### src/sv/console_memory_map_with_bank_mapper_assert.svh
// Assertion macros for the cartridge bus decoder.
// Used by the top level only; no dependencies.
`ifndef CONSOLE_MEMORY_MAP_WITH_BANK_MAPPER_ASSERT_SVH
`define CONSOLE_MEMORY_MAP_WITH_BANK_MAPPER_ASSERT_SVH

// same-cycle implication
`define CMBM_ASSERT_NOW(lbl, clk, rst, ante, cons, msg) \
   lbl: assert property (@(posedge clk) disable iff (rst) (ante) |-> (cons)) \
      else $error(msg);

// next-cycle implication
`define CMBM_ASSERT_NEXT(lbl, clk, rst, ante, cons, msg) \
   lbl: assert property (@(posedge clk) disable iff (rst) (ante) |=> (cons)) \
      else $error(msg);

`endif

### src/sv/cmbm_pkg.sv
// Shared types and constants for the cartridge bus decoder.
// No dependencies.
package cmbm_pkg;

   localparam logic [15:0] ADDR_PEN_STATUS = 16'h8000;
   localparam logic [15:0] ADDR_PEN_POS    = 16'hA000;
   localparam logic [15:0] ADDR_PEN_AXIS   = 16'h6000;
   localparam logic [15:0] ADDR_BANK_REG   = 16'hFFFF;
   localparam logic [15:0] ADDR_ROM_TOP    = 16'hBFFF;

   localparam logic [1:0] CSR_GB_MODE   = 2'd0;
   localparam logic [1:0] CSR_ROM_COUNT = 2'd1;
   localparam logic [1:0] CSR_ROM_MASK  = 2'd2;

   localparam logic [5:0] SLOT_TWO_RESET = 6'd2;

   typedef enum logic [1:0] {
      SRC_IMM  = 2'd0,
      SRC_SRAM = 2'd1,
      SRC_RAM  = 2'd2
   } read_src_type;

   typedef struct packed {
      logic         bank_wr;
      logic         axis_wr;
      logic         sram_wr;
      logic         ram_wr;
      read_src_type src;
      logic [7:0]   imm_data;
      logic         rom_fetch;
      logic [19:0]  rom_address;
   } decode_type;

endpackage

### src/sv/cmbm_decode.sv
// Address decode for one CPU memory transaction: pen registers, ROM banking,
// SRAM/RAM selection. Depends on cmbm_pkg.
module cmbm_decode #(
   parameter int ROM_ADDR_BITS = 20
) (
   input  logic                    op,
   input  logic [15:0]             address,
   input  logic                    pen_pressed,
   input  logic signed [9:0]       pen_x,
   input  logic signed [9:0]       pen_y,
   input  logic                    gb_mode,
   input  logic [20:0]             rom_byte_count,
   input  logic [19:0]             rom_address_mask,
   input  logic [5:0]              slot_two_bank,
   input  logic                    pen_axis_select,
   output cmbm_pkg::decode_type    decode
);

   localparam logic [19:0] RomWidthMask =
      (ROM_ADDR_BITS >= 20) ? 20'hFFFFF : 20'((1 << ROM_ADDR_BITS) - 1);

   logic        in_sram;
   logic        in_ram;
   logic        rom_hit;
   logic        pen_off;
   logic [9:0]  px_adj;
   logic [9:0]  py_adj;
   logic [5:0]  bank;
   logic [19:0] phys;

   assign in_sram = (address[15:14] == 2'b10);
   assign in_ram  = (address[15:14] == 2'b11);
   assign rom_hit = (address <= cmbm_pkg::ADDR_ROM_TOP) &&
                    ({5'd0, address} < rom_byte_count);
   assign pen_off = (pen_x < 10'sd2) || (pen_x > 10'sd254) ||
                    (pen_y < 10'sd0) || (pen_y > 10'sd192);
   assign px_adj  = pen_x - 10'sd2;
   assign py_adj  = pen_y + 10'sd28;

   always_comb begin
      case (address[15:14])
         2'b00:   bank = 6'd0;
         2'b01:   bank = 6'd1;
         default: bank = slot_two_bank;
      endcase
      phys = {bank, address[13:0]} & rom_address_mask & RomWidthMask;
   end

   always_comb begin
      decode.bank_wr     = op && (address == cmbm_pkg::ADDR_BANK_REG);
      decode.axis_wr     = op && gb_mode && (address == cmbm_pkg::ADDR_PEN_AXIS);
      decode.sram_wr     = op && in_sram;
      decode.ram_wr      = op && in_ram;
      decode.src         = cmbm_pkg::SRC_IMM;
      decode.imm_data    = 8'h00;
      decode.rom_fetch   = 1'b0;
      decode.rom_address = 20'd0;
      if (!op) begin
         if (gb_mode && (address == cmbm_pkg::ADDR_PEN_STATUS)) begin
            decode.imm_data = {7'd0, !pen_pressed};
         end else if (gb_mode && (address == cmbm_pkg::ADDR_PEN_POS)) begin
            if (pen_off) begin
               decode.imm_data = 8'h00;
            end else if (pen_axis_select) begin
               decode.imm_data = px_adj[7:0];
            end else begin
               decode.imm_data = py_adj[7:0];
            end
         end else if (rom_hit) begin
            decode.rom_fetch   = 1'b1;
            decode.rom_address = phys;
         end else if (in_sram) begin
            decode.src = cmbm_pkg::SRC_SRAM;
         end else if (in_ram) begin
            decode.src = cmbm_pkg::SRC_RAM;
         end else begin
            decode.imm_data = 8'hFF;
         end
      end
   end

endmodule

### config.mk
export PLATFORM = sky130hd
export DESIGN_NAME = cmbm_decode
export DESIGN_NICKNAME = d
export VERILOG_FILES = /design/src/sv/console_memory_map_with_bank_mapper_assert.svh /design/src/sv/cmbm_pkg.sv /design/src/sv/cmbm_decode.sv
export SDC_FILE = /design/constraint.sdc
export NUM_CORES = 1
export LEC_CHECK = 0
export BUFFER_PORTS_ARGS = -buffer_cell sky130_fd_sc_hd__buf_2
export CAP_MARGIN = 25
export CORE_ASPECT_RATIO = 2
export CORE_MARGIN = 2
export CORE_UTILIZATION = 30
export DETAILED_ROUTE_END_ITERATION = 8
export GPL_ROUTABILITY_DRIVEN = 0
export PLACE_DENSITY = 0.71
export SLEW_MARGIN = 20
export SYNTH_ARGS = -nofsm -noshare
export SYNTH_HDL_FRONTEND = slang
export SYNTH_SLANG_ARGS = --single-unit
### constraint.sdc
create_clock -name vclk -period 7.1
set_clock_uncertainty 0.1 [all_clocks]
set_input_delay 1.42 -clock vclk [all_inputs]
set_output_delay 1.42 -clock vclk [all_outputs]
set_load 0.005 [all_outputs]
==> results.toml, run 1 <==
[outcome]
status = "complete, no violations"

[yosys]
yosys_warnings = 0
ys_top_cells_by_count = "21 x inv_1, 19 x ha_1, 16 x and3_1, 12 x a21oi_1"
synth_cell_types = 44
syn_inst = 173
avgSynthCellArea_um2 = 7.30
ys_seq_area_frac = 0
yosys-top-cells-area = "ha_1 19%, and3_1 7.9%, inv_1 6.2%"
synth_top_area_share = 0.188
yosysMostFrequentCell = "inv_1"
syn-cell-area_um2 = 1260
synth_top_area_cell = "ha_1"
synth_fp_nets = 279

[worst_setup_path]
cp_slowest_cell = "and3_4"
critPathLaunchType = "input port"
path_buf_inv = 2
cp_max_fo = 21
cp_num_cells = 8
path_delay_family = "simple AND/OR/NAND/NOR gates"
worst_ep_required_time_ns = 5.58
crit_path_end_kind = "primary output"
critical-path-max-stage-delay_ns = 0.39
criticalPathCategory = "input port to primary output"
cp_common_cell = "buf_2"
path_cells = "buf_2, ha_1, a21oi_1, nand3_1, o21ai_0, and3_4, and4_2, buf_2"
worst_ep_arrival_time_ns = 3.29

[clocking]
post_cts_resized = 0
post_cts_buffers = 0
cts_hold_buf = 0

[finish]
insertedDiodeCount = 0
drive_above_1_share = 0.474
area.sequential_um2 = 0
fill_cells = 450
nets = 399
design.seq.count = 0
area_growth_pct = 51.1
design_area_um2 = 1910
nClkBuffers = 0

[sta]
finalHoldViolations = 0
relSlewSlack = 0.615
rsz0062_at_grt = "no"
max_freq_mhz = 208
drv_slew = 0
fin_crit_sh = 0.678
finalSetupViolCount = 0
tightest_slew_ns = 0.573
fin_crit_ns = 4.81
tns_ns = 0

[drt]
ant_nets = 0
drt_pass1_iterations = 4
via_count = 1796
drt_iter0_drc = 21
avgRoutedWirePerCell_um = 13.2
drcViolationCount = 0
drt_wl_total_um = 4530
vias_per_cell = 5.24

[die]
die_w_um = 49.9
row_count = 33
coreArea_um2 = 4090
die_height_um = 95.7
pin_count = 122
initial_core_util = 0.309
die_area_um2 = 4770

[pwr]
switchingPower_w = 0.0000439
p_per_area_nw_per_um2 = 45.0
clock_power_share = 0
ir_worst_vdd_v = 0.0000229
p_sw_frac = 0.511
leakagePower_nw = 1.13
power.internal_w = 0.0000420
p_comb_frac = 1.000
power.sequential.fraction = 0

[placement]
placed_area_um2 = 1910
numPortBuffers = 122
dp_hpwl_um = 4090

[global_routing]
grt_start_max_net_pins = 22
grt_pass1_vias = 1687
grt_first_pass_wirelength_um = 6910
grt-ovfl-total = 0
antenna_found_initial = 0
grt_usage = 0.179

[job]
maxCapViolCount = 0

[min_path]
hp-class = "input port to primary output"
worstHoldPathCells = 3
holdPathEnd = "decode[14]"
min_from = "rom_address_mask[14]"
[power groups by stage]
| stage | registers [W] | logic (W) | clock network [W] |
|---|---|---|---|
| after floorplan | 0 | 0.0000414 | 0 |
| after global placement | 0 | 0.0000855 | 0 |
| after detailed placement | 0 | 0.0000863 | 0 |
| after CTS | 0 | 0.0000867 | 0 |
| after global routing | 0 | 0.0000966 | 0 |
| final | 0 | 0.0000859 | 0 |
[kinds of logic (layout without fill, tap and decap cells)]
| family | after synthesis | after routing | share of synthesized area |
|---|---|---|---|
| xor+xnor | 8 | 8 | 0.0555 |
| mux | 5 | 5 | 0.0426 |
| fa+ha+maj | 19 | 19 | 0.188 |
| buf+inv | 25 | 143 | 0.0862 |
| compound gates | 36 | 36 | 0.191 |
| simple gates | 80 | 80 | 0.436 |
[metal layers]
metal  vias up  share of wire  track usage
met4         0          0.021       0.0463
met3        10          0.085       0.0280
li1        901              -            -
met1       793           0.32        0.157
met5         -              0            0
met2        92           0.58        0.394
[worst max path at each step]
stage / startpoint / to
floorplan: rom_byte_count[19] / decode[16]
global placement: address[7] / decode[27]
detailed placement: address[7] / decode[28]
CTS: address[7] / decode[28]
global route: address[15] / decode[15]
finish: address[15] / decode[15]
[cell usage in the layout, fill, tap and decap left out, types with 3 or more instances in the layout]
master	instances
inv_1	21
nor2_1	9
o211a_1	4
and3_1	16
o21ai_0	7
xor2_1	4
nor2b_1	3
xnor2_1	4
and4_1	5
mux2_2	3
buf_2	122
ha_1	19
nor4_1	4
nand4_1	8
nand3_1	9
or4_1	3
a21oi_1	12
nand2_1	5
[layout make-up]
class	count	area, µm²	area share
Multi-Input combinational cell	148	1150	0.605
Tap cell	52	65.1	0.0341
Inverter	21	78.8	0.0413
Timing Repair Buffer	122	611	0.320
[metrics by stage]
step / util / power, W / hold WS (ns) / setup WS (ns) / cells
CTS: 0.467 / 0.0000867 / 3.03 / 2.27 / 343
floorplan: - / 0.0000414 / 2.77 / 2.71 / 173
finish: 0.467 / 0.0000859 / 3.03 / 2.29 / 343
detailed placement: 0.467 / 0.0000863 / 3.03 / 2.28 / 343
global placement: 0.467 / 0.0000855 / 3.03 / 2.29 / 343
global route: 0.467 / 0.0000966 / 3.04 / 2.05 / 343
Note: power is estimated with default switching activity, not from simulation.
==> inputs of run 2 (changes only) <==
Settings changed: ABC_AREA from default to 1, PLACE_DENSITY 0.71 to 0.69.
Clock period 7.1 ns to 4.44 ns, I/O delays scaled along.
==> results.toml, run 2 <==
[die]
die_w_um = 52.0
coreArea_um2 = 4510
pin_count = 122
die_height_um = 100
initial_core_util = 0.306
die_area_um2 = 5200
row_count = 35

[pwr]
leakagePower_nw = 1.35
power_w = 0.000141
p_per_area_nw_per_um2 = 69.7
ir_worst_vdd_v = 0.0000298

[outcome]
status = "complete, no violations"

[drt]
via_count = 1922
drt_iter0_drc = 17
avgRoutedWirePerCell_um = 9.30
vias_per_cell = 4.31
drt_wl_total_um = 4150
drcViolationCount = 0
drt_pass1_iterations = 4
ant_nets = 0

[yosys]
synth_top_area_cell = "nand2_1"
syn_inst = 274
yosys_warnings = 0
yosysMostFrequentCell = "nand2_1"
synth_top_area_share = 0.190
ys_top_cells_by_count = "70 x nand2_1, 55 x inv_1, 48 x nor2_1, 19 x ha_1, 15 x nand3_1"
synth_fp_nets = 380
synth_cell_types = 31
avgSynthCellArea_um2 = 5.04
syn-cell-area_um2 = 1380
ys_seq_area_frac = 0
yosys-top-cells-area = "nand2_1 19%, ha_1 17%, inv_1 15%"

[finish]
design.seq.count = 0
area.sequential_um2 = 0
area_growth_pct = 46.5
drive_above_1_share = 0.343
final_common_cell = "buf_2"
nClkBuffers = 0
final_cell_count_no_fill = 446
mostFrequentLayoutCells = "122 x buf_2, 70 x nand2_1, 55 x inv_1, 48 x nor2_1, 19 x ha_1"
insertedDiodeCount = 0
nets = 499

[sta]
drv_slew = 0
finalHoldViolations = 0
finalSetupViolCount = 0
relSlewSlack = 0.720
hold_slack_ns = 1.94
tns_ns = 0
rsz0062_at_grt = "no"
fin_crit_sh = 0.789
fin_crit_ns = 3.50
setup_slack_ns = 0.937
max_freq_mhz = 285
tightest_slew_ns = 0.419

[global_routing]
grt_usage = 0.163
antenna_found_initial = 0
grt_pass1_vias = 1810
grt-ovfl-total = 0
grt_first_pass_wirelength_um = 7120
grt_start_max_net_pins = 22

[clocking]
post_cts_resized = 0
post_cts_buffers = 0
cts_hold_buf = 0

[worst_setup_path]
critPathLaunchType = "input port"
criticalPathCategory = "input port to primary output"
worst_ep_required_time_ns = 3.45
cp_max_fo = 21
worst_ep_arrival_time_ns = 2.52
crit_path_end_kind = "primary output"

[min_path]
hp-class = "input port to primary output"

[placement]
dp_hpwl_um = 3690
numPortBuffers = 122
dp_slack_ns = 0.931
dp_cells = 446

[job]
maxCapViolCount = 0
-- run 2: per-stage QoR --
stage,area (µm²),util
3_5_place_dp,2020,0.449
5_1_grt,2020,0.449
6_report,2020,0.449
4_1_cts,2020,0.449
3_3_place_gp,2020,0.449
2_1_floorplan,1380,-
-- run 2: area by class of cell --
cell class / instances / area (µm²)
well taps: 55 / 68.8
multi-input cells: 211 / 1130
repair buffers: 122 / 611
fillers: 541 / 2490
inverters: 58 / 218
-- run 2: worst paths after layout --
| kind | startpoint | end | slack [ns] | depth (start not counted) |
|---|---|---|---|---|
| worst min-delay path | op | decode[30] | 1.94 | 3 |
| worst max-delay path | address[15] | decode[15] | 0.94 | 12 |
-- run 2: where the power goes --
| part | switching [W] | total (W) | internal (W) | leakage [nW] |
|---|---|---|---|---|
| logic | 0.0000751 | 0.000141 | 0.0000659 | 1.35 |
| clock network | 0 | 0 | 0 | 0 |
| registers | 0 | 0 | 0 | 0 |
| total | 0.0000751 | 0.000141 | 0.0000659 | 1.35 |
-- run 2: cell families after synthesis --
group / synth area share
simple gates: 0.507
buf+inv: 0.185
compound gates: 0.117
fa+ha+maj: 0.172
xor+xnor: 0.0190
-- run 2: per-layer routing --
layer / global-route usage / up-vias / share of wire
li1: - / 1090 / -
met3: 0.0149 / 0 / 0.091
met1: 0.206 / 761 / 0.44
met5: 0 / - / 0
met2: 0.306 / 71 / 0.47
met4: 0 / 0 / 0
-- run 2: critical path, stage by stage --
cell and delay, ns:
buf_2 0.16, ha_1 0.30, nand2_1 0.08, inv_1 0.04, nand2_1 0.05, nand2_1 0.04, a21boi_0 0.14, nand3_1 0.14
inv_1 0.11, nand2_2 0.25, nor2_1 0.17, buf_2 0.13
==> inputs of run 3 (changes only) <==
Settings changed: PLACE_DENSITY 0.69 to 0.72.
Clock period 4.44 ns to 3.15 ns, I/O delays scaled along.
==> results.toml, run 3 (same netlist as run 2, synthesis figures left out) <==
[outcome]
status = "complete, no violations"

[die]
pin_count = 122
initial_core_util = 0.306
row_count = 35
die_w_um = 52.0
die_height_um = 100
coreArea_um2 = 4510
die_area_um2 = 5200

[drt]
drcViolationCount = 0
avgRoutedWirePerCell_um = 9.38
drt_pass1_iterations = 4
drt_iter0_drc = 27
drt_wl_total_um = 4190
via_count = 2000
vias_per_cell = 4.47
ant_nets = 0

[placement]
numPortBuffers = 122
dp_hpwl_um = 3770

[finish]
insertedDiodeCount = 0
drive_above_1_share = 0.344
area.sequential_um2 = 0
mostFrequentLayoutCells = "122 x buf_2, 70 x nand2_1, 55 x inv_1, 48 x nor2_1, 19 x ha_1"
final_common_cell = "buf_2"
nets = 500
design.seq.count = 0
utilization = 0.450
nClkBuffers = 0
area_growth_pct = 47.0

[sta]
rsz0062_at_grt = "no"
finalSetupViolCount = 0
max_freq_mhz = 339
drv_slew = 0
fin_crit_sh = 0.935
finalHoldViolations = 0
tns_ns = 0
tightest_slew_ns = 0.399
fin_crit_ns = 2.95
relSlewSlack = 0.733

[worst_setup_path]
crit_path_end_kind = "primary output"
cp_common_cell = "nand2_1"
cp_max_fo = 21
criticalPathCategory = "input port to primary output"
critical-path-max-stage-delay_ns = 0.31
path_cells = "buf_2, ha_1, nand2_1, nand2_1, nand2_1, nand2_1, a21boi_0, nand3_1, inv_1, nand2_2, nor2_1, buf_2"
worst_ep_required_time_ns = 2.42
critPathLaunchType = "input port"
cp_slowest_cell = "ha_1"
worst_ep_arrival_time_ns = 2.22

[global_routing]
grt_pass1_vias = 1797
grt_first_pass_wirelength_um = 6870
grt-ovfl-total = 0
grt_usage = 0.158
grt_start_max_net_pins = 22
antenna_found_initial = 0

[clocking]
post_cts_buffers = 0
post_cts_resized = 0
cts_hold_buf = 0

[job]
maxCapViolCount = 0

[pwr]
p_per_area_nw_per_um2 = 98.8
ir_worst_vdd_v = 0.0000564
leakagePower_nw = 1.36

[min_path]
hp-class = "input port to primary output"
## run 3: cell count changes in the layout (fill, tap and decap cells not counted), sizes merged
cell | previous run | this run
buf | 122 | 123
## run 3: power by group
group	total [W]	internal [W]	switching, W	leakage (nW)
Combinational	0.000201	0.0000941	0.000106	1.36
Clock	0	0	0	0
Sequential	0	0	0	0
Total	0.000201	0.0000941	0.000106	1.36
## run 3: metrics by stage
stage | setup WS (ns) | total power (W) | std cells | hold WS [ns] | instance area (µm²)
after global placement | 0.200 | 0.000200 | 447 | 1.42 | 2030
after detailed placement | 0.184 | 0.000202 | 447 | 1.43 | 2030
after global routing | 0.00939 | 0.000235 | 447 | 1.45 | 2030
final | 0.204 | 0.000201 | 447 | 1.43 | 2030
after CTS | 0.186 | 0.000204 | 447 | 1.43 | 2030
after floorplan | 0.648 | 0.000110 | 274 | 1.19 | 1380
## run 3: path summary, 6_finish.rpt
check | depth (start not counted) | from | endpoint
setup / recovery | 12 | address[14] | decode[13]
hold / removal | 3 | op | decode[30]
## run 3: final cells by class
class,instances,area (µm²)
fill,520,2480
inverter,58,218
multi-input combinational,211,1130
tap,55,68.8
timing repair buffer,123,618
## run 3: layer usage
| layer | part of all wire | vias to the layer above | global-route usage |
|---|---|---|---|
| met4 | 0 | 0 | 0.00202 |
| met5 | 0 | - | 0 |
| met1 | 0.43 | 827 | 0.195 |
| li1 | - | 1092 | - |
| met2 | 0.48 | 81 | 0.301 |
| met3 | 0.082 | 0 | 0.0149 |
## run 3: critical path: cells and delay by family
family          cells  cell delay [ns]
buf+inv             3             0.36
compound gates      1             0.17
simple gates        7             0.75
fa+ha+maj           1             0.31
